[config.mk]
export PLATFORM = sky130hd
export DESIGN_NAME = xts_kexp
export DESIGN_NICKNAME = d
export VERILOG_FILES = /design/src/hdl/xts_pkg.sv /design/src/hdl/xts_kexp.sv
export SDC_FILE = /design/constraint.sdc
export NUM_CORES = 2
export LEC_CHECK = 0
export ABC_AREA = 1
export CAP_MARGIN = 20
export CORE_UTILIZATION = 40
export CTS_CLUSTER_DIAMETER = 50
export DETAILED_ROUTE_END_ITERATION = 6
export DONT_BUFFER_PORTS = 1
export PLACE_DENSITY = 0.59
export REMOVE_ABC_BUFFERS = 1
export SLEW_MARGIN = 20
export SYNTH_ARGS = -nofsm -noshare
export SYNTH_HDL_FRONTEND = slang
export SYNTH_SLANG_ARGS = --single-unit
[constraint.sdc]
create_clock -name i_clk -period 23.7 [get_ports i_clk]
set_input_delay 4.74 -clock i_clk [delete_from_list [all_inputs] [get_ports i_clk]]
set_output_delay 4.74 -clock i_clk [all_outputs]
set_load 0.02 [all_outputs]
[src/hdl/xts_pkg.sv]
// xts_pkg: shared types, aes tables and round functions for the xts sector cipher
// no dependencies; imported by every module of the block but xts_chk
package xts_pkg;

    typedef struct packed {
        logic [63:0] data_lo;
        logic [63:0] data_hi;
        logic [63:0] iv_lo;
        logic [63:0] iv_hi;
        logic        do_encrypt;
        logic        first_block;
        logic        last_block;
        logic        partial;
        logic [4:0]  valid_bytes;
    } t_item;

    typedef struct packed {
        logic [63:0] out_lo;
        logic [63:0] out_hi;
        logic [4:0]  out_bytes;
        logic        out_last;
        logic        error;
    } t_res;

    typedef struct packed {
        logic start;
        logic enc;
        logic sel_tw;
    } t_aes_req;

    localparam logic [4:0]   FULL_BYTES = 5'd16;
    localparam logic [127:0] GF_POLY    = 128'h87;
    localparam logic [7:0]   RC_INIT    = 8'h01;

    localparam logic [7:0] SBOX [256] = '{
        8'h63,8'h7c,8'h77,8'h7b,8'hf2,8'h6b,8'h6f,8'hc5,8'h30,8'h01,8'h67,8'h2b,8'hfe,8'hd7,8'hab,8'h76,
        8'hca,8'h82,8'hc9,8'h7d,8'hfa,8'h59,8'h47,8'hf0,8'had,8'hd4,8'ha2,8'haf,8'h9c,8'ha4,8'h72,8'hc0,
        8'hb7,8'hfd,8'h93,8'h26,8'h36,8'h3f,8'hf7,8'hcc,8'h34,8'ha5,8'he5,8'hf1,8'h71,8'hd8,8'h31,8'h15,
        8'h04,8'hc7,8'h23,8'hc3,8'h18,8'h96,8'h05,8'h9a,8'h07,8'h12,8'h80,8'he2,8'heb,8'h27,8'hb2,8'h75,
        8'h09,8'h83,8'h2c,8'h1a,8'h1b,8'h6e,8'h5a,8'ha0,8'h52,8'h3b,8'hd6,8'hb3,8'h29,8'he3,8'h2f,8'h84,
        8'h53,8'hd1,8'h00,8'hed,8'h20,8'hfc,8'hb1,8'h5b,8'h6a,8'hcb,8'hbe,8'h39,8'h4a,8'h4c,8'h58,8'hcf,
        8'hd0,8'hef,8'haa,8'hfb,8'h43,8'h4d,8'h33,8'h85,8'h45,8'hf9,8'h02,8'h7f,8'h50,8'h3c,8'h9f,8'ha8,
        8'h51,8'ha3,8'h40,8'h8f,8'h92,8'h9d,8'h38,8'hf5,8'hbc,8'hb6,8'hda,8'h21,8'h10,8'hff,8'hf3,8'hd2,
        8'hcd,8'h0c,8'h13,8'hec,8'h5f,8'h97,8'h44,8'h17,8'hc4,8'ha7,8'h7e,8'h3d,8'h64,8'h5d,8'h19,8'h73,
        8'h60,8'h81,8'h4f,8'hdc,8'h22,8'h2a,8'h90,8'h88,8'h46,8'hee,8'hb8,8'h14,8'hde,8'h5e,8'h0b,8'hdb,
        8'he0,8'h32,8'h3a,8'h0a,8'h49,8'h06,8'h24,8'h5c,8'hc2,8'hd3,8'hac,8'h62,8'h91,8'h95,8'he4,8'h79,
        8'he7,8'hc8,8'h37,8'h6d,8'h8d,8'hd5,8'h4e,8'ha9,8'h6c,8'h56,8'hf4,8'hea,8'h65,8'h7a,8'hae,8'h08,
        8'hba,8'h78,8'h25,8'h2e,8'h1c,8'ha6,8'hb4,8'hc6,8'he8,8'hdd,8'h74,8'h1f,8'h4b,8'hbd,8'h8b,8'h8a,
        8'h70,8'h3e,8'hb5,8'h66,8'h48,8'h03,8'hf6,8'h0e,8'h61,8'h35,8'h57,8'hb9,8'h86,8'hc1,8'h1d,8'h9e,
        8'he1,8'hf8,8'h98,8'h11,8'h69,8'hd9,8'h8e,8'h94,8'h9b,8'h1e,8'h87,8'he9,8'hce,8'h55,8'h28,8'hdf,
        8'h8c,8'ha1,8'h89,8'h0d,8'hbf,8'he6,8'h42,8'h68,8'h41,8'h99,8'h2d,8'h0f,8'hb0,8'h54,8'hbb,8'h16
    };

    localparam logic [7:0] INV_SBOX [256] = '{
        8'h52,8'h09,8'h6a,8'hd5,8'h30,8'h36,8'ha5,8'h38,8'hbf,8'h40,8'ha3,8'h9e,8'h81,8'hf3,8'hd7,8'hfb,
        8'h7c,8'he3,8'h39,8'h82,8'h9b,8'h2f,8'hff,8'h87,8'h34,8'h8e,8'h43,8'h44,8'hc4,8'hde,8'he9,8'hcb,
        8'h54,8'h7b,8'h94,8'h32,8'ha6,8'hc2,8'h23,8'h3d,8'hee,8'h4c,8'h95,8'h0b,8'h42,8'hfa,8'hc3,8'h4e,
        8'h08,8'h2e,8'ha1,8'h66,8'h28,8'hd9,8'h24,8'hb2,8'h76,8'h5b,8'ha2,8'h49,8'h6d,8'h8b,8'hd1,8'h25,
        8'h72,8'hf8,8'hf6,8'h64,8'h86,8'h68,8'h98,8'h16,8'hd4,8'ha4,8'h5c,8'hcc,8'h5d,8'h65,8'hb6,8'h92,
        8'h6c,8'h70,8'h48,8'h50,8'hfd,8'hed,8'hb9,8'hda,8'h5e,8'h15,8'h46,8'h57,8'ha7,8'h8d,8'h9d,8'h84,
        8'h90,8'hd8,8'hab,8'h00,8'h8c,8'hbc,8'hd3,8'h0a,8'hf7,8'he4,8'h58,8'h05,8'hb8,8'hb3,8'h45,8'h06,
        8'hd0,8'h2c,8'h1e,8'h8f,8'hca,8'h3f,8'h0f,8'h02,8'hc1,8'haf,8'hbd,8'h03,8'h01,8'h13,8'h8a,8'h6b,
        8'h3a,8'h91,8'h11,8'h41,8'h4f,8'h67,8'hdc,8'hea,8'h97,8'hf2,8'hcf,8'hce,8'hf0,8'hb4,8'he6,8'h73,
        8'h96,8'hac,8'h74,8'h22,8'he7,8'had,8'h35,8'h85,8'he2,8'hf9,8'h37,8'he8,8'h1c,8'h75,8'hdf,8'h6e,
        8'h47,8'hf1,8'h1a,8'h71,8'h1d,8'h29,8'hc5,8'h89,8'h6f,8'hb7,8'h62,8'h0e,8'haa,8'h18,8'hbe,8'h1b,
        8'hfc,8'h56,8'h3e,8'h4b,8'hc6,8'hd2,8'h79,8'h20,8'h9a,8'hdb,8'hc0,8'hfe,8'h78,8'hcd,8'h5a,8'hf4,
        8'h1f,8'hdd,8'ha8,8'h33,8'h88,8'h07,8'hc7,8'h31,8'hb1,8'h12,8'h10,8'h59,8'h27,8'h80,8'hec,8'h5f,
        8'h60,8'h51,8'h7f,8'ha9,8'h19,8'hb5,8'h4a,8'h0d,8'h2d,8'he5,8'h7a,8'h9f,8'h93,8'hc9,8'h9c,8'hef,
        8'ha0,8'he0,8'h3b,8'h4d,8'hae,8'h2a,8'hf5,8'hb0,8'hc8,8'heb,8'hbb,8'h3c,8'h83,8'h53,8'h99,8'h61,
        8'h17,8'h2b,8'h04,8'h7e,8'hba,8'h77,8'hd6,8'h26,8'he1,8'h69,8'h14,8'h63,8'h55,8'h21,8'h0c,8'h7d
    };

    function automatic logic [7:0] xtime(input logic [7:0] a);
        xtime = {a[6:0], 1'b0} ^ (a[7] ? 8'h1b : 8'h00);
    endfunction

    function automatic logic [127:0] sub_shift(input logic [127:0] s);
        logic [127:0] t;
        t = '0;
        for (int c = 0; c < 4; c++) begin
            for (int w = 0; w < 4; w++) begin
                t[8*(w+4*c) +: 8] = SBOX[s[8*(w+4*((c+w)%4)) +: 8]];
            end
        end
        sub_shift = t;
    endfunction

    function automatic logic [127:0] inv_sub_shift(input logic [127:0] s);
        logic [127:0] t;
        t = '0;
        for (int c = 0; c < 4; c++) begin
            for (int w = 0; w < 4; w++) begin
                t[8*(w+4*((c+w)%4)) +: 8] = INV_SBOX[s[8*(w+4*c) +: 8]];
            end
        end
        inv_sub_shift = t;
    endfunction

    function automatic logic [127:0] mix_cols(input logic [127:0] s);
        logic [127:0] t;
        logic [7:0] a0, a1, a2, a3;
        t = '0;
        for (int c = 0; c < 4; c++) begin
            a0 = s[32*c +: 8];
            a1 = s[32*c+8 +: 8];
            a2 = s[32*c+16 +: 8];
            a3 = s[32*c+24 +: 8];
            t[32*c +: 8]    = xtime(a0) ^ xtime(a1) ^ a1 ^ a2 ^ a3;
            t[32*c+8 +: 8]  = a0 ^ xtime(a1) ^ xtime(a2) ^ a2 ^ a3;
            t[32*c+16 +: 8] = a0 ^ a1 ^ xtime(a2) ^ xtime(a3) ^ a3;
            t[32*c+24 +: 8] = xtime(a0) ^ a0 ^ a1 ^ a2 ^ xtime(a3);
        end
        mix_cols = t;
    endfunction

    // multiply by 9, 11, 13, 14 from the x2, x4, x8 terms
    function automatic logic [7:0] gm(input logic [7:0] a, input logic [1:0] k);
        logic [7:0] x2, x4, x8;
        x2 = xtime(a);
        x4 = xtime(x2);
        x8 = xtime(x4);
        unique case (k)
            2'd0:    gm = x8 ^ a;
            2'd1:    gm = x8 ^ x2 ^ a;
            2'd2:    gm = x8 ^ x4 ^ a;
            default: gm = x8 ^ x4 ^ x2;
        endcase
    endfunction

    localparam logic [1:0] G9 = 2'd0, G11 = 2'd1, G13 = 2'd2, G14 = 2'd3;

    function automatic logic [127:0] inv_mix_cols(input logic [127:0] s);
        logic [127:0] t;
        logic [7:0] a0, a1, a2, a3;
        t = '0;
        for (int c = 0; c < 4; c++) begin
            a0 = s[32*c +: 8];
            a1 = s[32*c+8 +: 8];
            a2 = s[32*c+16 +: 8];
            a3 = s[32*c+24 +: 8];
            t[32*c +: 8]    = gm(a0, G14) ^ gm(a1, G11) ^ gm(a2, G13) ^ gm(a3, G9);
            t[32*c+8 +: 8]  = gm(a0, G9) ^ gm(a1, G14) ^ gm(a2, G11) ^ gm(a3, G13);
            t[32*c+16 +: 8] = gm(a0, G13) ^ gm(a1, G9) ^ gm(a2, G14) ^ gm(a3, G11);
            t[32*c+24 +: 8] = gm(a0, G11) ^ gm(a1, G13) ^ gm(a2, G9) ^ gm(a3, G14);
        end
        inv_mix_cols = t;
    endfunction

    function automatic logic [31:0] sub_word(input logic [31:0] w);
        sub_word = {SBOX[w[31:24]], SBOX[w[23:16]], SBOX[w[15:8]], SBOX[w[7:0]]};
    endfunction

    function automatic logic [31:0] rot_sub(input logic [31:0] w, input logic [7:0] rc);
        rot_sub = {SBOX[w[7:0]], SBOX[w[31:24]], SBOX[w[23:16]], SBOX[w[15:8]] ^ rc};
    endfunction

endpackage

[src/hdl/xts_kexp.sv]
// xts_kexp: aes key expansion, one schedule word per cycle into a round key row file
// read combinationally by the round unit; uses xts_pkg
module xts_kexp #(
    parameter int KEY_BITS = 256,
    localparam int NK  = (KEY_BITS <= 128) ? 4 : ((KEY_BITS <= 192) ? 6 : 8),
    localparam int NR  = NK + 6,
    localparam int RW  = $clog2(NR + 1)
) (
    input  logic          i_clk,
    input  logic          i_rst_n,
    input  logic          i_start,
    input  logic [255:0]  i_key,
    input  logic [RW-1:0] i_addr,
    output logic [127:0]  o_row,
    output logic          o_busy
);
    import xts_pkg::*;

    localparam int TOTAL = 4 * (NR + 1);
    localparam int CW    = $clog2(TOTAL);

    logic [127:0]  r_rows [NR+1];
    logic [31:0]   r_win [8];
    logic [CW-1:0] r_cnt;
    logic [2:0]    r_mod;
    logic [7:0]    r_rc;
    logic          r_busy;
    logic [31:0]   w_word, w_tmp;
    logic          w_init;

    assign w_init = (r_cnt < CW'(NK));

    always_comb begin
        priority if (r_mod == 3'd0) begin
            w_tmp = rot_sub(r_win[0], r_rc);
        end else if (NK > 6 && r_mod == 3'd4) begin
            w_tmp = sub_word(r_win[0]);
        end else begin
            w_tmp = r_win[0];
        end
        w_word = w_init ? i_key[32*r_cnt[2:0] +: 32] : (r_win[NK-1] ^ w_tmp);
    end

    always_ff @(posedge i_clk) begin
        if (!i_rst_n) begin
            r_busy <= 1'b0;
            r_cnt  <= '0;
            r_mod  <= 3'd0;
            r_rc   <= RC_INIT;
        end else if (i_start) begin
            r_busy <= 1'b1;
            r_cnt  <= '0;
            r_mod  <= 3'd0;
            r_rc   <= RC_INIT;
        end else if (r_busy) begin
            r_mod <= (r_mod == 3'(NK - 1)) ? 3'd0 : r_mod + 3'd1;
            if (!w_init && r_mod == 3'd0) begin
                r_rc <= xtime(r_rc);
            end
            if (r_cnt == CW'(TOTAL - 1)) begin
                r_busy <= 1'b0;
            end else begin
                r_cnt <= r_cnt + 1'b1;
            end
        end
    end

    always_ff @(posedge i_clk) begin
        if (r_busy) begin
            r_win[0] <= w_word;
            for (int k = 1; k < 8; k++) begin
                r_win[k] <= r_win[k-1];
            end
            r_rows[RW'(r_cnt >> 2)][32*r_cnt[1:0] +: 32] <= w_word;
        end
    end

    assign o_row  = r_rows[i_addr];
    assign o_busy = r_busy;

endmodule

==> results.json <==
{
  "status": "completed",
  "synth_flop_cell": "edfxtp_1",
  "track_usage_pct": 26.5,
  "gr-total-overflow": 0,
  "arrival_ns": 9.64,
  "synth_area_sq_um": 98500,
  "grt_pass1_vias": 69481,
  "postPlaceCellArea_sq_um": 102000,
  "clock_skew_ns": 0.0659,
  "ys_warn_count": 0,
  "maxCapViolations": 0,
  "clkPwrFrac_pct": 40.8,
  "insertion_delay_ns": 0.90,
  "core_sq_um": 244000,
  "totalWireLength_um": 338000,
  "power_density_nw_per_um2": 80.6,
  "clk_pin_slew_ns": 0.06,
  "hp-class": "reg -> reg",
  "critPathKind": "in -> out",
  "dieArea_sq_um": 248000,
  "setup_viol": 0,
  "fin_area_sq_um": 110000,
  "synth_xor_area_share_pct": 0.0178,
  "finalMaxSlewViolations": 0,
  "cts.sinks": 2194,
  "gp_congestion": 0.982,
  "endpoint_kind": "primary output",
  "cts.path.max_buffers": 3,
  "p_sw_share_pct": 25.6,
  "fin_crit_ns": 14.38,
  "intPower_mw": 6.57,
  "synthDistinctLibCells": 43,
  "start_util_pct": 40.4,
  "fin_setup_tns_ns": 0,
  "rsz0062_at_grt": "false",
  "vias_per_cell": 5.98,
  "fin_crit_sh_pct": 60.7,
  "cts_made_buffers": 230,
  "fin_ws_ns": 9.32,
  "drt-wirelength-per-cell_um": 27.4,
  "nets": 9246,
  "dpl.hpwl_um": 190000,
  "p_comb_share_pct": 10.3,
  "synth-seq-area-share_pct": 66.7,
  "syn_area_per_cell_sq_um": 10.8,
  "synth_seq_cells": 2194,
  "fmax_mhz": 69.5,
  "first_iter_violations": 9078,
  "power_frac_seq_pct": 48.8,
  "syn_to_final_growth_pct": 11.2,
  "finalHoldViolations": 0,
  "floorplan.rows": 181,
  "postCtsSetupBuffers": 0,
  "grt_max_degree": 898,
  "postCtsHoldBufs": 0,
  "cts_tree": "done",
  "dpl_worst_slack_ns": 10.22,
  "synth_top_family_by_area": "simple AND/OR/NAND/NOR gates",
  "cp.required_ns": 18.96,
  "cts_resized": 0,
  "grt_pass1_wl_um": 485000,
  "yosys.area_share.simple_pct": 16.1,
  "root_buffer": "clkbuf_16",
  "syn_inst": 9164,
  "drt_pre_antenna_iters": 7,
  "antenna_left": 0,
  "ir_drop_mv": 0.0780,
  "drive_above_1_share_pct": 6.99,
  "drc": 0,
  "synth_edf_count": 2176,
  "die_h_um": 498,
  "synthMuxAreaShare_pct": 0,
  "async_reset_ff_share_pct": 0,
  "path_max_fanout": 249,
  "p_sw_mw": 2.26,
  "io_buffers": 0,
  "cp-start-kind": "input pin",
  "cts_max_level": 4,
  "synth_adder_area_share_pct": 0.864,
  "leakagePower_nw": 38.4,
  "num_vias": 73735,
  "synth_compound_area_share_pct": 12.6,
  "die_w_um": 498,
  "worst_slew_pin_slew_ns": 1.25,
  "grt_antenna_before_repair": 6,
  "ios": 392,
  "maxSlewHeadroom_pct": 16.4
}
-- logic make-up after synthesis --
logic type	after synthesis
and+or+nand+nor	3805
DFF	2194
AOI/OAI and AO/OA	2169
buffers and inverters	926
adders and majority gates	68
xor gates and xnor gates	2
-- final cells by class --
cell class,instances,area [sq um]
fillers,22472,135000
flip-flops and latches,2194,65700
multi-input cells,6044,29600
clock buffers,266,5910
well taps,3202,4010
clock inverters,170,1750
repair buffers,181,1560
inverters,264,1030
diodes,10,25.0
-- critical path, cell delays in order --
cell	delay (ns)
buf_16	0.31
buf_16	0.50
inv_8	0.75
buf_12	0.63
buf_4	0.94
o21ai_0	0.16
o22ai_1	0.15
o21ai_0	0.11
o21ai_0	0.83
-- routing by layer --
layer  vias to the layer above  global-route usage (%)  wire (um)
met1                     36786                    35.6     139000
met3                       595                    5.16      28200
li1                      32851                       -          -
met4                         2                    12.0      16000
met2                      3501                    41.4     155000
met5                         -                       0         10
-- Yosys cell counts (all sizes together) (68+ instances only) --
| cell type | n | area (sq um) |
|---|---|---|
| a21oi | 582 | 2940 |
| buf | 211 | 1040 |
| clkbuf | 451 | 1690 |
| edfxtp | 2176 | 65300 |
| ha | 68 | 851 |
| inv | 256 | 966 |
| nand2 | 1655 | 6250 |
| nand3 | 957 | 4790 |
| nand4 | 75 | 469 |
| nor2 | 1070 | 4040 |
| o211ai | 70 | 526 |
| o21ai | 957 | 4790 |
| o221ai | 91 | 797 |
| o22ai | 277 | 1730 |
-- power groups by stage --
stage | combinational (mW) | sequential, mW | clock (mW)
floorplan | 0.535 | 4.42 | 0
global placement | 0.846 | 4.39 | 0
detailed placement | 0.848 | 4.39 | 0
CTS | 0.850 | 4.31 | 3.65
global route | 0.982 | 4.31 | 3.80
finish | 0.912 | 4.31 | 3.61
-- metrics by stage --
step | cells | utilization [%] | power (mW) | hold slack, ns
2_1_floorplan | 8502 | - | 4.96 | 0.400
3_3_place_gp | 11877 | 41.6 | 5.24 | 0.400
3_5_place_dp | 11877 | 41.6 | 5.24 | 0.405
4_1_cts | 12313 | 44.8 | 8.82 | 0.379
5_1_grt | 12325 | 44.9 | 9.09 | 0.386
6_report | 12331 | 44.9 | 8.83 | 0.388
-- state kept, by name (all words and copies together) (netlist names) --
| signal | flops |
|---|---|
| r_mod | 3 |
| r_rows | 1920 |
| r_rc | 8 |
| r_win | 256 |
| o_busy | 1 |
| r_cnt | 6 |
-- layout by cell type, fill, tap and decap left out, drive strengths merged --
cell type	netlist	layout
edfxtp	2176	2176
o21ai	957	957
nor4	1	1
buf	211	181
a2111oi	1	1
clkinvlp	0	13
a21oi	582	582
clkbuf	451	266
a32oi	39	39
inv	256	272
xor2	2	2
dfxtp	18	18
nand2	1655	1655
nand4	75	75
ha	68	68
diode	0	10
a31oi	29	29
bufinv	0	24
a221o	24	24
nand3	957	957
nor3	42	42
clkinv	8	125
a211oi	5	5
a2bb2oi	27	27
nor2	1070	1070
o221ai	91	91
or2	2	2
o21a	15	15
o211ai	70	70
nand3b	3	3
o22ai	277	277
a221oi	52	52
-- final timing paths --
path	startpoint	endpoint	slack, ns	cells past startpoint
worst max-delay path	i_addr[0]	o_row[75]	9.32	9
worst min-delay path	r_win[2][0]	r_win[2][32]	0.39	0
worst max register to register	r_win[0][25]	r_rows[14][115]	16.98	16
worst min register to register	r_win[2][0]	r_win[2][32]	0.39	0
(Power assumes the default switching activity.)
