<file path="src/hdl/xts_pkg.sv">
// xts_pkg: shared types, aes tables and round functions for the xts sector cipher
// no dependencies; imported by every module of the block but xts_chk
package xts_pkg;

    typedef struct packed {
        logic [63:0] data_lo;
        logic [63:0] data_hi;
        logic [63:0] iv_lo;
        logic [63:0] iv_hi;
        logic        do_encrypt;
        logic        first_block;
        logic        last_block;
        logic        partial;
        logic [4:0]  valid_bytes;
    } t_item;

    typedef struct packed {
        logic [63:0] out_lo;
        logic [63:0] out_hi;
        logic [4:0]  out_bytes;
        logic        out_last;
        logic        error;
    } t_res;

    typedef struct packed {
        logic start;
        logic enc;
        logic sel_tw;
    } t_aes_req;

    localparam logic [4:0]   FULL_BYTES = 5'd16;
    localparam logic [127:0] GF_POLY    = 128'h87;
    localparam logic [7:0]   RC_INIT    = 8'h01;

    localparam logic [7:0] SBOX [256] = '{
        8'h63,8'h7c,8'h77,8'h7b,8'hf2,8'h6b,8'h6f,8'hc5,8'h30,8'h01,8'h67,8'h2b,8'hfe,8'hd7,8'hab,8'h76,
        8'hca,8'h82,8'hc9,8'h7d,8'hfa,8'h59,8'h47,8'hf0,8'had,8'hd4,8'ha2,8'haf,8'h9c,8'ha4,8'h72,8'hc0,
        8'hb7,8'hfd,8'h93,8'h26,8'h36,8'h3f,8'hf7,8'hcc,8'h34,8'ha5,8'he5,8'hf1,8'h71,8'hd8,8'h31,8'h15,
        8'h04,8'hc7,8'h23,8'hc3,8'h18,8'h96,8'h05,8'h9a,8'h07,8'h12,8'h80,8'he2,8'heb,8'h27,8'hb2,8'h75,
        8'h09,8'h83,8'h2c,8'h1a,8'h1b,8'h6e,8'h5a,8'ha0,8'h52,8'h3b,8'hd6,8'hb3,8'h29,8'he3,8'h2f,8'h84,
        8'h53,8'hd1,8'h00,8'hed,8'h20,8'hfc,8'hb1,8'h5b,8'h6a,8'hcb,8'hbe,8'h39,8'h4a,8'h4c,8'h58,8'hcf,
        8'hd0,8'hef,8'haa,8'hfb,8'h43,8'h4d,8'h33,8'h85,8'h45,8'hf9,8'h02,8'h7f,8'h50,8'h3c,8'h9f,8'ha8,
        8'h51,8'ha3,8'h40,8'h8f,8'h92,8'h9d,8'h38,8'hf5,8'hbc,8'hb6,8'hda,8'h21,8'h10,8'hff,8'hf3,8'hd2,
        8'hcd,8'h0c,8'h13,8'hec,8'h5f,8'h97,8'h44,8'h17,8'hc4,8'ha7,8'h7e,8'h3d,8'h64,8'h5d,8'h19,8'h73,
        8'h60,8'h81,8'h4f,8'hdc,8'h22,8'h2a,8'h90,8'h88,8'h46,8'hee,8'hb8,8'h14,8'hde,8'h5e,8'h0b,8'hdb,
        8'he0,8'h32,8'h3a,8'h0a,8'h49,8'h06,8'h24,8'h5c,8'hc2,8'hd3,8'hac,8'h62,8'h91,8'h95,8'he4,8'h79,
        8'he7,8'hc8,8'h37,8'h6d,8'h8d,8'hd5,8'h4e,8'ha9,8'h6c,8'h56,8'hf4,8'hea,8'h65,8'h7a,8'hae,8'h08,
        8'hba,8'h78,8'h25,8'h2e,8'h1c,8'ha6,8'hb4,8'hc6,8'he8,8'hdd,8'h74,8'h1f,8'h4b,8'hbd,8'h8b,8'h8a,
        8'h70,8'h3e,8'hb5,8'h66,8'h48,8'h03,8'hf6,8'h0e,8'h61,8'h35,8'h57,8'hb9,8'h86,8'hc1,8'h1d,8'h9e,
        8'he1,8'hf8,8'h98,8'h11,8'h69,8'hd9,8'h8e,8'h94,8'h9b,8'h1e,8'h87,8'he9,8'hce,8'h55,8'h28,8'hdf,
        8'h8c,8'ha1,8'h89,8'h0d,8'hbf,8'he6,8'h42,8'h68,8'h41,8'h99,8'h2d,8'h0f,8'hb0,8'h54,8'hbb,8'h16
    };

    localparam logic [7:0] INV_SBOX [256] = '{
        8'h52,8'h09,8'h6a,8'hd5,8'h30,8'h36,8'ha5,8'h38,8'hbf,8'h40,8'ha3,8'h9e,8'h81,8'hf3,8'hd7,8'hfb,
        8'h7c,8'he3,8'h39,8'h82,8'h9b,8'h2f,8'hff,8'h87,8'h34,8'h8e,8'h43,8'h44,8'hc4,8'hde,8'he9,8'hcb,
        8'h54,8'h7b,8'h94,8'h32,8'ha6,8'hc2,8'h23,8'h3d,8'hee,8'h4c,8'h95,8'h0b,8'h42,8'hfa,8'hc3,8'h4e,
        8'h08,8'h2e,8'ha1,8'h66,8'h28,8'hd9,8'h24,8'hb2,8'h76,8'h5b,8'ha2,8'h49,8'h6d,8'h8b,8'hd1,8'h25,
        8'h72,8'hf8,8'hf6,8'h64,8'h86,8'h68,8'h98,8'h16,8'hd4,8'ha4,8'h5c,8'hcc,8'h5d,8'h65,8'hb6,8'h92,
        8'h6c,8'h70,8'h48,8'h50,8'hfd,8'hed,8'hb9,8'hda,8'h5e,8'h15,8'h46,8'h57,8'ha7,8'h8d,8'h9d,8'h84,
        8'h90,8'hd8,8'hab,8'h00,8'h8c,8'hbc,8'hd3,8'h0a,8'hf7,8'he4,8'h58,8'h05,8'hb8,8'hb3,8'h45,8'h06,
        8'hd0,8'h2c,8'h1e,8'h8f,8'hca,8'h3f,8'h0f,8'h02,8'hc1,8'haf,8'hbd,8'h03,8'h01,8'h13,8'h8a,8'h6b,
        8'h3a,8'h91,8'h11,8'h41,8'h4f,8'h67,8'hdc,8'hea,8'h97,8'hf2,8'hcf,8'hce,8'hf0,8'hb4,8'he6,8'h73,
        8'h96,8'hac,8'h74,8'h22,8'he7,8'had,8'h35,8'h85,8'he2,8'hf9,8'h37,8'he8,8'h1c,8'h75,8'hdf,8'h6e,
        8'h47,8'hf1,8'h1a,8'h71,8'h1d,8'h29,8'hc5,8'h89,8'h6f,8'hb7,8'h62,8'h0e,8'haa,8'h18,8'hbe,8'h1b,
        8'hfc,8'h56,8'h3e,8'h4b,8'hc6,8'hd2,8'h79,8'h20,8'h9a,8'hdb,8'hc0,8'hfe,8'h78,8'hcd,8'h5a,8'hf4,
        8'h1f,8'hdd,8'ha8,8'h33,8'h88,8'h07,8'hc7,8'h31,8'hb1,8'h12,8'h10,8'h59,8'h27,8'h80,8'hec,8'h5f,
        8'h60,8'h51,8'h7f,8'ha9,8'h19,8'hb5,8'h4a,8'h0d,8'h2d,8'he5,8'h7a,8'h9f,8'h93,8'hc9,8'h9c,8'hef,
        8'ha0,8'he0,8'h3b,8'h4d,8'hae,8'h2a,8'hf5,8'hb0,8'hc8,8'heb,8'hbb,8'h3c,8'h83,8'h53,8'h99,8'h61,
        8'h17,8'h2b,8'h04,8'h7e,8'hba,8'h77,8'hd6,8'h26,8'he1,8'h69,8'h14,8'h63,8'h55,8'h21,8'h0c,8'h7d
    };

    function automatic logic [7:0] xtime(input logic [7:0] a);
        xtime = {a[6:0], 1'b0} ^ (a[7] ? 8'h1b : 8'h00);
    endfunction

    function automatic logic [127:0] sub_shift(input logic [127:0] s);
        logic [127:0] t;
        t = '0;
        for (int c = 0; c < 4; c++) begin
            for (int w = 0; w < 4; w++) begin
                t[8*(w+4*c) +: 8] = SBOX[s[8*(w+4*((c+w)%4)) +: 8]];
            end
        end
        sub_shift = t;
    endfunction

    function automatic logic [127:0] inv_sub_shift(input logic [127:0] s);
        logic [127:0] t;
        t = '0;
        for (int c = 0; c < 4; c++) begin
            for (int w = 0; w < 4; w++) begin
                t[8*(w+4*((c+w)%4)) +: 8] = INV_SBOX[s[8*(w+4*c) +: 8]];
            end
        end
        inv_sub_shift = t;
    endfunction

    function automatic logic [127:0] mix_cols(input logic [127:0] s);
        logic [127:0] t;
        logic [7:0] a0, a1, a2, a3;
        t = '0;
        for (int c = 0; c < 4; c++) begin
            a0 = s[32*c +: 8];
            a1 = s[32*c+8 +: 8];
            a2 = s[32*c+16 +: 8];
            a3 = s[32*c+24 +: 8];
            t[32*c +: 8]    = xtime(a0) ^ xtime(a1) ^ a1 ^ a2 ^ a3;
            t[32*c+8 +: 8]  = a0 ^ xtime(a1) ^ xtime(a2) ^ a2 ^ a3;
            t[32*c+16 +: 8] = a0 ^ a1 ^ xtime(a2) ^ xtime(a3) ^ a3;
            t[32*c+24 +: 8] = xtime(a0) ^ a0 ^ a1 ^ a2 ^ xtime(a3);
        end
        mix_cols = t;
    endfunction

    // multiply by 9, 11, 13, 14 from the x2, x4, x8 terms
    function automatic logic [7:0] gm(input logic [7:0] a, input logic [1:0] k);
        logic [7:0] x2, x4, x8;
        x2 = xtime(a);
        x4 = xtime(x2);
        x8 = xtime(x4);
        unique case (k)
            2'd0:    gm = x8 ^ a;
            2'd1:    gm = x8 ^ x2 ^ a;
            2'd2:    gm = x8 ^ x4 ^ a;
            default: gm = x8 ^ x4 ^ x2;
        endcase
    endfunction

    localparam logic [1:0] G9 = 2'd0, G11 = 2'd1, G13 = 2'd2, G14 = 2'd3;

    function automatic logic [127:0] inv_mix_cols(input logic [127:0] s);
        logic [127:0] t;
        logic [7:0] a0, a1, a2, a3;
        t = '0;
        for (int c = 0; c < 4; c++) begin
            a0 = s[32*c +: 8];
            a1 = s[32*c+8 +: 8];
            a2 = s[32*c+16 +: 8];
            a3 = s[32*c+24 +: 8];
            t[32*c +: 8]    = gm(a0, G14) ^ gm(a1, G11) ^ gm(a2, G13) ^ gm(a3, G9);
            t[32*c+8 +: 8]  = gm(a0, G9) ^ gm(a1, G14) ^ gm(a2, G11) ^ gm(a3, G13);
            t[32*c+16 +: 8] = gm(a0, G13) ^ gm(a1, G9) ^ gm(a2, G14) ^ gm(a3, G11);
            t[32*c+24 +: 8] = gm(a0, G11) ^ gm(a1, G13) ^ gm(a2, G9) ^ gm(a3, G14);
        end
        inv_mix_cols = t;
    endfunction

    function automatic logic [31:0] sub_word(input logic [31:0] w);
        sub_word = {SBOX[w[31:24]], SBOX[w[23:16]], SBOX[w[15:8]], SBOX[w[7:0]]};
    endfunction

    function automatic logic [31:0] rot_sub(input logic [31:0] w, input logic [7:0] rc);
        rot_sub = {SBOX[w[7:0]], SBOX[w[31:24]], SBOX[w[23:16]], SBOX[w[15:8]] ^ rc};
    endfunction

endpackage

</file>
<file path="src/hdl/xts_back.sv">
// xts_back: sector sequencer: tweak chain, held block, ciphertext stealing, result queue
// drives xts_aes and the key expanders; uses xts_pkg
module xts_back (
    input  logic              i_clk,
    input  logic              i_rst_n,
    input  xts_pkg::t_item    i_item,
    input  logic              i_item_valid,
    output logic              o_pop,
    input  logic              i_cfg_wr,
    output logic              o_kexp_start,
    input  logic              i_kexp_busy,
    output xts_pkg::t_aes_req o_aes_req,
    output logic [127:0]      o_aes_din,
    input  logic [127:0]      i_aes_dout,
    input  logic              i_aes_done,
    output xts_pkg::t_res     o_res,
    output logic              o_res_valid,
    input  logic              i_res_ready
);
    import xts_pkg::*;

    localparam logic [3:0] ST_IDLE = 4'd0, ST_KEY = 4'd1, ST_TWK = 4'd2, ST_DISP = 4'd3,
                           ST_H = 4'd4, ST_HP = 4'd5, ST_L = 4'd6, ST_LP = 4'd7,
                           ST_P1 = 4'd8, ST_P2 = 4'd9, ST_P2P = 4'd10, ST_P3 = 4'd11;

    logic [3:0]   r_st, n_st;
    logic         r_dirty, n_dirty;
    logic [127:0] r_tw, n_tw, r_htw, n_htw, r_hblk, n_hblk, r_x, n_x;
    logic         r_held, n_held, r_mode, n_mode;
    t_item        r_cur, n_cur;

    t_res         r_of [2];
    logic         r_owp, r_orp;
    logic [1:0]   r_ocnt;
    logic         w_push, w_opop, w_space;
    t_res         w_res;

    logic [127:0] w_blk, w_mask, w_a, w_b, w_x, w_mulx;

    assign w_blk   = {r_cur.data_hi, r_cur.data_lo};
    assign w_a     = r_mode ? r_htw : r_tw;
    assign w_b     = r_mode ? r_tw : r_htw;
    assign w_x     = i_aes_dout ^ w_a;
    assign w_mulx  = {r_tw[126:0], 1'b0} ^ (r_tw[127] ? GF_POLY : '0);
    assign w_space = (r_ocnt != 2'd2);

    always_comb begin
        for (int j = 0; j < 16; j++) begin
            w_mask[8*j +: 8] = (5'(j) < r_cur.valid_bytes) ? 8'hff : 8'h00;
        end
    end

    always_comb begin
        n_st         = r_st;
        n_dirty      = r_dirty | i_cfg_wr;
        n_tw         = r_tw;
        n_htw        = r_htw;
        n_hblk       = r_hblk;
        n_x          = r_x;
        n_held       = r_held;
        n_mode       = r_mode;
        n_cur        = r_cur;
        o_pop        = 1'b0;
        o_kexp_start = 1'b0;
        o_aes_req    = '0;
        o_aes_din    = '0;
        w_push       = 1'b0;
        w_res        = '0;
        unique case (r_st)
            ST_IDLE: begin
                if (r_dirty) begin
                    o_kexp_start = 1'b1;
                    n_dirty      = i_cfg_wr;
                    n_st         = ST_KEY;
                end else if (i_item_valid) begin
                    o_pop = 1'b1;
                    n_cur = i_item;
                    if (i_item.first_block) begin
                        n_held           = 1'b0;
                        n_mode           = i_item.do_encrypt;
                        o_aes_req.start  = 1'b1;
                        o_aes_req.enc    = 1'b1;
                        o_aes_req.sel_tw = 1'b1;
                        o_aes_din        = {i_item.iv_hi, i_item.iv_lo};
                        n_st             = ST_TWK;
                    end else begin
                        n_tw = w_mulx;
                        n_st = ST_DISP;
                    end
                end
            end
            ST_KEY: begin
                if (!i_kexp_busy) begin
                    n_st = ST_IDLE;
                end
            end
            ST_TWK: begin
                if (i_aes_done) begin
                    n_tw = i_aes_dout;
                    n_st = ST_DISP;
                end
            end
            ST_DISP: begin
                if (r_cur.partial) begin
                    if (!r_held) begin
                        // sector shorter than one block
                        if (w_space) begin
                            w_push          = 1'b1;
                            w_res.out_last  = 1'b1;
                            w_res.error     = 1'b1;
                            n_st            = ST_IDLE;
                        end
                    end else begin
                        o_aes_req.start = 1'b1;
                        o_aes_req.enc   = r_mode;
                        o_aes_din       = r_hblk ^ w_a;
                        n_st            = ST_P1;
                    end
                end else if (r_held) begin
                    o_aes_req.start = 1'b1;
                    o_aes_req.enc   = r_mode;
                    o_aes_din       = r_hblk ^ r_htw;
                    n_st            = ST_H;
                end else if (r_cur.last_block) begin
                    o_aes_req.start = 1'b1;
                    o_aes_req.enc   = r_mode;
                    o_aes_din       = w_blk ^ r_tw;
                    n_st            = ST_L;
                end else begin
                    n_hblk = w_blk;
                    n_htw  = r_tw;
                    n_held = 1'b1;
                    n_st   = ST_IDLE;
                end
            end
            ST_H: begin
                if (i_aes_done) begin
                    n_st = ST_HP;
                end
            end
            ST_HP: begin
                if (w_space) begin
                    w_push          = 1'b1;
                    w_res.out_lo    = i_aes_dout[63:0] ^ r_htw[63:0];
                    w_res.out_hi    = i_aes_dout[127:64] ^ r_htw[127:64];
                    w_res.out_bytes = FULL_BYTES;
                    if (r_cur.last_block) begin
                        o_aes_req.start = 1'b1;
                        o_aes_req.enc   = r_mode;
                        o_aes_din       = w_blk ^ r_tw;
                        n_st            = ST_L;
                    end else begin
                        n_hblk = w_blk;
                        n_htw  = r_tw;
                        n_held = 1'b1;
                        n_st   = ST_IDLE;
                    end
                end
            end
            ST_L: begin
                if (i_aes_done) begin
                    n_st = ST_LP;
                end
            end
            ST_LP: begin
                if (w_space) begin
                    w_push          = 1'b1;
                    w_res.out_lo    = i_aes_dout[63:0] ^ r_tw[63:0];
                    w_res.out_hi    = i_aes_dout[127:64] ^ r_tw[127:64];
                    w_res.out_bytes = FULL_BYTES;
                    w_res.out_last  = 1'b1;
                    n_held          = 1'b0;
                    n_st            = ST_IDLE;
                end
            end
            ST_P1: begin
                // steal the tail of the first pass into the partial block
                if (i_aes_done) begin
                    n_x             = w_x;
                    o_aes_req.start = 1'b1;
                    o_aes_req.enc   = r_mode;
                    o_aes_din       = ((w_blk & w_mask) | (w_x & ~w_mask)) ^ w_b;
                    n_st            = ST_P2;
                end
            end
            ST_P2: begin
                if (i_aes_done) begin
                    n_st = ST_P2P;
                end
            end
            ST_P2P: begin
                if (w_space) begin
                    w_push          = 1'b1;
                    w_res.out_lo    = i_aes_dout[63:0] ^ w_b[63:0];
                    w_res.out_hi    = i_aes_dout[127:64] ^ w_b[127:64];
                    w_res.out_bytes = FULL_BYTES;
                    n_st            = ST_P3;
                end
            end
            ST_P3: begin
                if (w_space) begin
                    w_push          = 1'b1;
                    w_res.out_lo    = r_x[63:0] & w_mask[63:0];
                    w_res.out_hi    = r_x[127:64] & w_mask[127:64];
                    w_res.out_bytes = r_cur.valid_bytes;
                    w_res.out_last  = 1'b1;
                    n_held          = 1'b0;
                    n_st            = ST_IDLE;
                end
            end
            default: begin
                n_st = ST_IDLE;
            end
        endcase
    end

    always_ff @(posedge i_clk) begin
        if (!i_rst_n) begin
            r_st    <= ST_IDLE;
            r_dirty <= 1'b1;
            r_tw    <= '0;
            r_held  <= 1'b0;
            r_mode  <= 1'b0;
        end else begin
            r_st    <= n_st;
            r_dirty <= n_dirty;
            r_tw    <= n_tw;
            r_held  <= n_held;
            r_mode  <= n_mode;
        end
    end

    always_ff @(posedge i_clk) begin
        r_htw  <= n_htw;
        r_hblk <= n_hblk;
        r_x    <= n_x;
        r_cur  <= n_cur;
    end

    // result queue
    assign w_opop      = o_res_valid && i_res_ready;
    assign o_res_valid = (r_ocnt != 2'd0);
    assign o_res       = r_of[r_orp];

    always_ff @(posedge i_clk) begin
        if (!i_rst_n) begin
            r_owp  <= 1'b0;
            r_orp  <= 1'b0;
            r_ocnt <= 2'd0;
        end else begin
            if (w_push) begin
                r_owp <= ~r_owp;
            end
            if (w_opop) begin
                r_orp <= ~r_orp;
            end
            r_ocnt <= r_ocnt + 2'(w_push) - 2'(w_opop);
        end
    end

    always_ff @(posedge i_clk) begin
        if (w_push) begin
            r_of[r_owp] <= w_res;
        end
    end

endmodule

</file>
<file path="config.mk">
export PLATFORM = sky130hd
export DESIGN_NAME = xts_back
export DESIGN_NICKNAME = d
export VERILOG_FILES = /design/src/hdl/xts_pkg.sv /design/src/hdl/xts_back.sv
export SDC_FILE = /design/constraint.sdc
export NUM_CORES = 2
export LEC_CHECK = 0
export BUFFER_PORTS_ARGS = -buffer_cell sky130_fd_sc_hd__buf_2
export CORE_MARGIN = 2
export CORE_UTILIZATION = 50
export DETAILED_ROUTE_END_ITERATION = 6
export PLACE_DENSITY = 0.8
export RECOVER_POWER = 25
export SETUP_SLACK_MARGIN = 0.15
export SLEW_MARGIN = 10
export SYNTH_ARGS = -nofsm -noshare
export SYNTH_HDL_FRONTEND = slang
export SYNTH_SLANG_ARGS = --single-unit
</file>
<file path="constraint.sdc">
create_clock -name i_clk -period 58.3 [get_ports i_clk]
set_input_delay 0 -clock i_clk [delete_from_list [all_inputs] [get_ports i_clk]]
set_output_delay 0 -clock i_clk [all_outputs]
set_load 0.01 [all_outputs]
</file>
==> summary.md <==
| Metric | Value |
|---|---|
| FMAX | 0.0830 GHz |
| Top-count cell post-synth | edfxtp_1 |
| CTS hold repair buffers | 361 |
| Final setup fails | 0 |
| Ys async rst share | 0% |
| Crit path DAT | 12.05 ns |
| Leading area contributor after synthesis | edfxtp_1 |
| Total of max-cap violations | 4 |
| Startpoint Class | register |
| Num Clock Sinks | 929 |
| Syn nets | 5,058 |
| Gates resized, CTS repair | 0 |
| Adder-Cell Fraction of Synth Area | 0.0234% |
| TritonCTS clock tree | built |
| Max Root-Sink Buffers | 3 |
| Simple-gate share of the synthesized area | 10.5% |
| Skew-Pair Late Insertion Delay | 0.71 ns |
| Post-DP HPWL | 115,000 um |
| ANT nets after route | 0 |
| Compound-Gate Fraction of Synth Area | 15.4% |
| Layout cells sized above 1 | 19.4% |
| Worst-path cell chain | clkbuf_1, mux2i_1, xnor2_1, mux2i_1, xnor2_1, o211ai_1, buf_2 |
| Main combinational cell family by area after synthesis | compound AO/OA/AOI/OAI gates |
| Multi-input gate area | 0.0250 mm^2 |
| DIE AREA | 0.110 mm^2 |
| Starting density of the core | 50.3% |
| Mux share of post-synthesis cell area | 12.6% |
| Ys flop type | edfxtp_1 |
| GRT Total Usage | 34.3% |
| Hold Crit Class | in -> reg |
| Routed Wire Length | 196,000 um |
| Post-CTS Setup Bufs | 0 |
| Syn Std Cell Area | 0.0536 mm^2 |
| Area after DPL | 0.0574 mm^2 |
| Worst stage delay on the critical path | 6.70 ns |
| Finished Cell Area | 0.0645 mm^2 |
| DRC Markers | 0 |
| Reg clk slew, reported paths | 0.07 ns |
| Chip width | 331 um |
| Setup crit end kind | output pin |
| First-pass GRT wire length | 288,000 um |
| Drt wl/cell | 28.4 um |
| DR vias | 46,304 |
| # fillers | 8,190 |
| First drt pass iteration count | 6 |
| Post-Syn Instances | 4,657 |
| #FFs+latches synth | 929 |
| Core area | 0.107 mm^2 |
| Max IR drop VDD | 24.4 uV |
| Vias in the first global route | 45,985 |
| Via/cell ratio | 6.71 |
| First DRT Iteration DRCs | 6,446 |
| Global route total overflow | 0 |
| Fin crit share | 20.7% |
| Crit path time final | 12.05 ns |
| Synth Area in XOR/XNOR | 7.83% |
| Yosys Warn Count | 0 |
| Failing checks | capacitance limit, slew limit |
| CTS H-tree depth | 3 |
| Mean Syn Cell Area | 11.5 um^2 |
| Synth top cells by count | 789 x edfxtp_1, 513 x mux2i_1, 305 x clkbuf_1, 296 x nand2_1, 283 x xnor2_1 |
| CTS Buf Count | 103 |
| Slew margin rel. | -534% |
| Post-synth EDFFs | 789 |
| I/O pin cnt | 669 |
| Post-synthesis cell type count | 79 |
| Clock skew | 0.0271 ns |
| CP Data Required Time | 58.30 ns |
| # port buffers | 668 |
| RSZ-0062 raised after global routing | no |
| CP max stage cell | clkbuf_1 |
| Part of the Yosys area used for sequential elements | 49.5% |
| Initial antenna violation count | 24 |
| Synth area leaders | edfxtp_1 44%, mux2i_1 9.6%, dfxtp_1 5.2% |
| Sequential cell area | 0.0265 mm^2 |
| Status | complete, but fails checks |
| Pins Over Slew Limit | 376 |
| Final net count | 5,785 |
| Leak | 23.6 nW |
| Largest net degree at the start of global routing | 169 |
| Critical path fanouts, max | 126 |
| Slew @ Worst Pin | 9.50 ns |
| CTS root buf | clkbuf_16 |
| WP buf/inv | 2 |
| Setup TNS | 0 ns |
| Critical setup path kind | reg -> out |
| Gp weighted congestion | 0.873 |
| Cell Pwr Density | 29.6 mW/mm^2 |
| Synth top area share | 44.2% |
| Area growth, synth to finish | 20.3% |
| Top delay family on crit path | buffers and inverters |
| Row count | 120 |
| Hold Vio Cnt, Final | 0 |
| Die Span Y | 331 um |
-- where the power goes --
part / switching [mW] / internal (mW) / leakage (nW)
logic: 0.228 / 0.162 / 13.5
registers: 0.0615 / 0.766 / 8.31
clock network: 0.286 / 0.404 / 1.72
total: 0.576 / 1.33 / 23.6
-- sequential cells by signal, indices dropped and copies added (netlist names), named ones only --
register / count
r_mode: 1
r_held: 1
r_tw: 128
r_ocnt: 2
r_st: 4
r_dirty: 1
r_x: 128
r_hblk: 128
r_owp: 1
r_cur: 135
r_htw: 128
r_of: 270
r_orp: 1
-- metrics by stage --
stage	hold WS (ns)	utilization, %	std cells	power [mW]	setup WS, ns
floorplan	0.0986	-	4657	1.08	15.65
global placement	0.176	53.8	6321	1.18	52.53
detailed placement	0.178	53.8	6321	1.19	52.37
CTS	0.000246	60.5	6877	1.89	52.31
global route	0.0142	60.5	6891	1.96	45.87
finish	0.0143	60.5	6899	1.91	46.25
-- layout make-up --
| cell class | instances | share of cell area [%] |
|---|---|---|
| Clock buffer | 142 | 4.53 |
| Multi-Input combinational cell | 3194 | 38.7 |
| Sequential cell | 929 | 41.1 |
| Clock inverter | 53 | 0.943 |
| Inverter | 68 | 0.425 |
| Tap cell | 1403 | 2.72 |
| Timing Repair Buffer | 1088 | 11.5 |
| Antenna cell | 22 | 0.0854 |
-- routing by layer --
layer,vias up,GRT usage (%),wire (um)
met5,-,0,67
met4,10,20.3,11400
met3,691,6.51,22000
met2,3630,53.5,88800
met1,22526,44.8,73700
li1,19447,-,-
-- final timing paths --
check                  startpoint                     to  slack (ns)  cells after the start
max           r_mode$_SDFFE_PN0P_          o_aes_din[77]       46.25                      7
max reg2reg   r_mode$_SDFFE_PN0P_  r_of[0][41]$_DFFE_PP_       46.95                      5
min                   i_item[233]   r_cur[233]$_DFFE_PP_        0.01                      2
min reg2reg  r_cur[242]$_DFFE_PP_   r_hblk[41]$_DFFE_PP_        0.49                      0
-- layout by cell type, fill, tap and decap left out, types with 16 or more instances in the layout --
master / Yosys / routed
a221o_1: 145 / 145
a221oi_1: 32 / 32
a22oi_1: 120 / 120
a2bb2oi_1: 16 / 16
a311oi_1: 109 / 109
a311oi_2: 18 / 18
a32o_1: 24 / 24
a32oi_1: 24 / 24
and3_1: 243 / 242
buf_2: 139 / 640
buf_4: 5 / 55
clkbuf_1: 305 / 51
clkbuf_16: 0 / 106
clkinv_2: 0 / 18
dfxtp_1: 140 / 139
diode_2: 0 / 22
dlygate4sd3_1: 0 / 361
edfxtp_1: 789 / 789
inv_1: 64 / 62
mux2_1: 0 / 16
mux2_2: 145 / 129
mux2i_1: 513 / 513
nand2_1: 296 / 293
nand3_1: 19 / 17
nor2_1: 255 / 250
nor2b_1: 56 / 55
nor3b_1: 137 / 137
o211ai_1: 146 / 147
o221ai_1: 72 / 72
o22ai_1: 18 / 18
o311ai_0: 17 / 17
o31ai_1: 128 / 128
or3_1: 19 / 18
xnor2_1: 283 / 283
xor2_1: 196 / 196
-- kinds of logic (layout without fill, tap and decap cells) --
logic type,count (synthesis),count (layout)
AOI/OAI and AO/OA,974,974
xor gates and xnor gates,479,479
adders and majority gates,1,1
buffers and inverters,534,1351
DFF,929,929
muxes,658,658
other,0,22
and+or+nand+nor,1082,1082
Power figures use the tool's default switching activity.
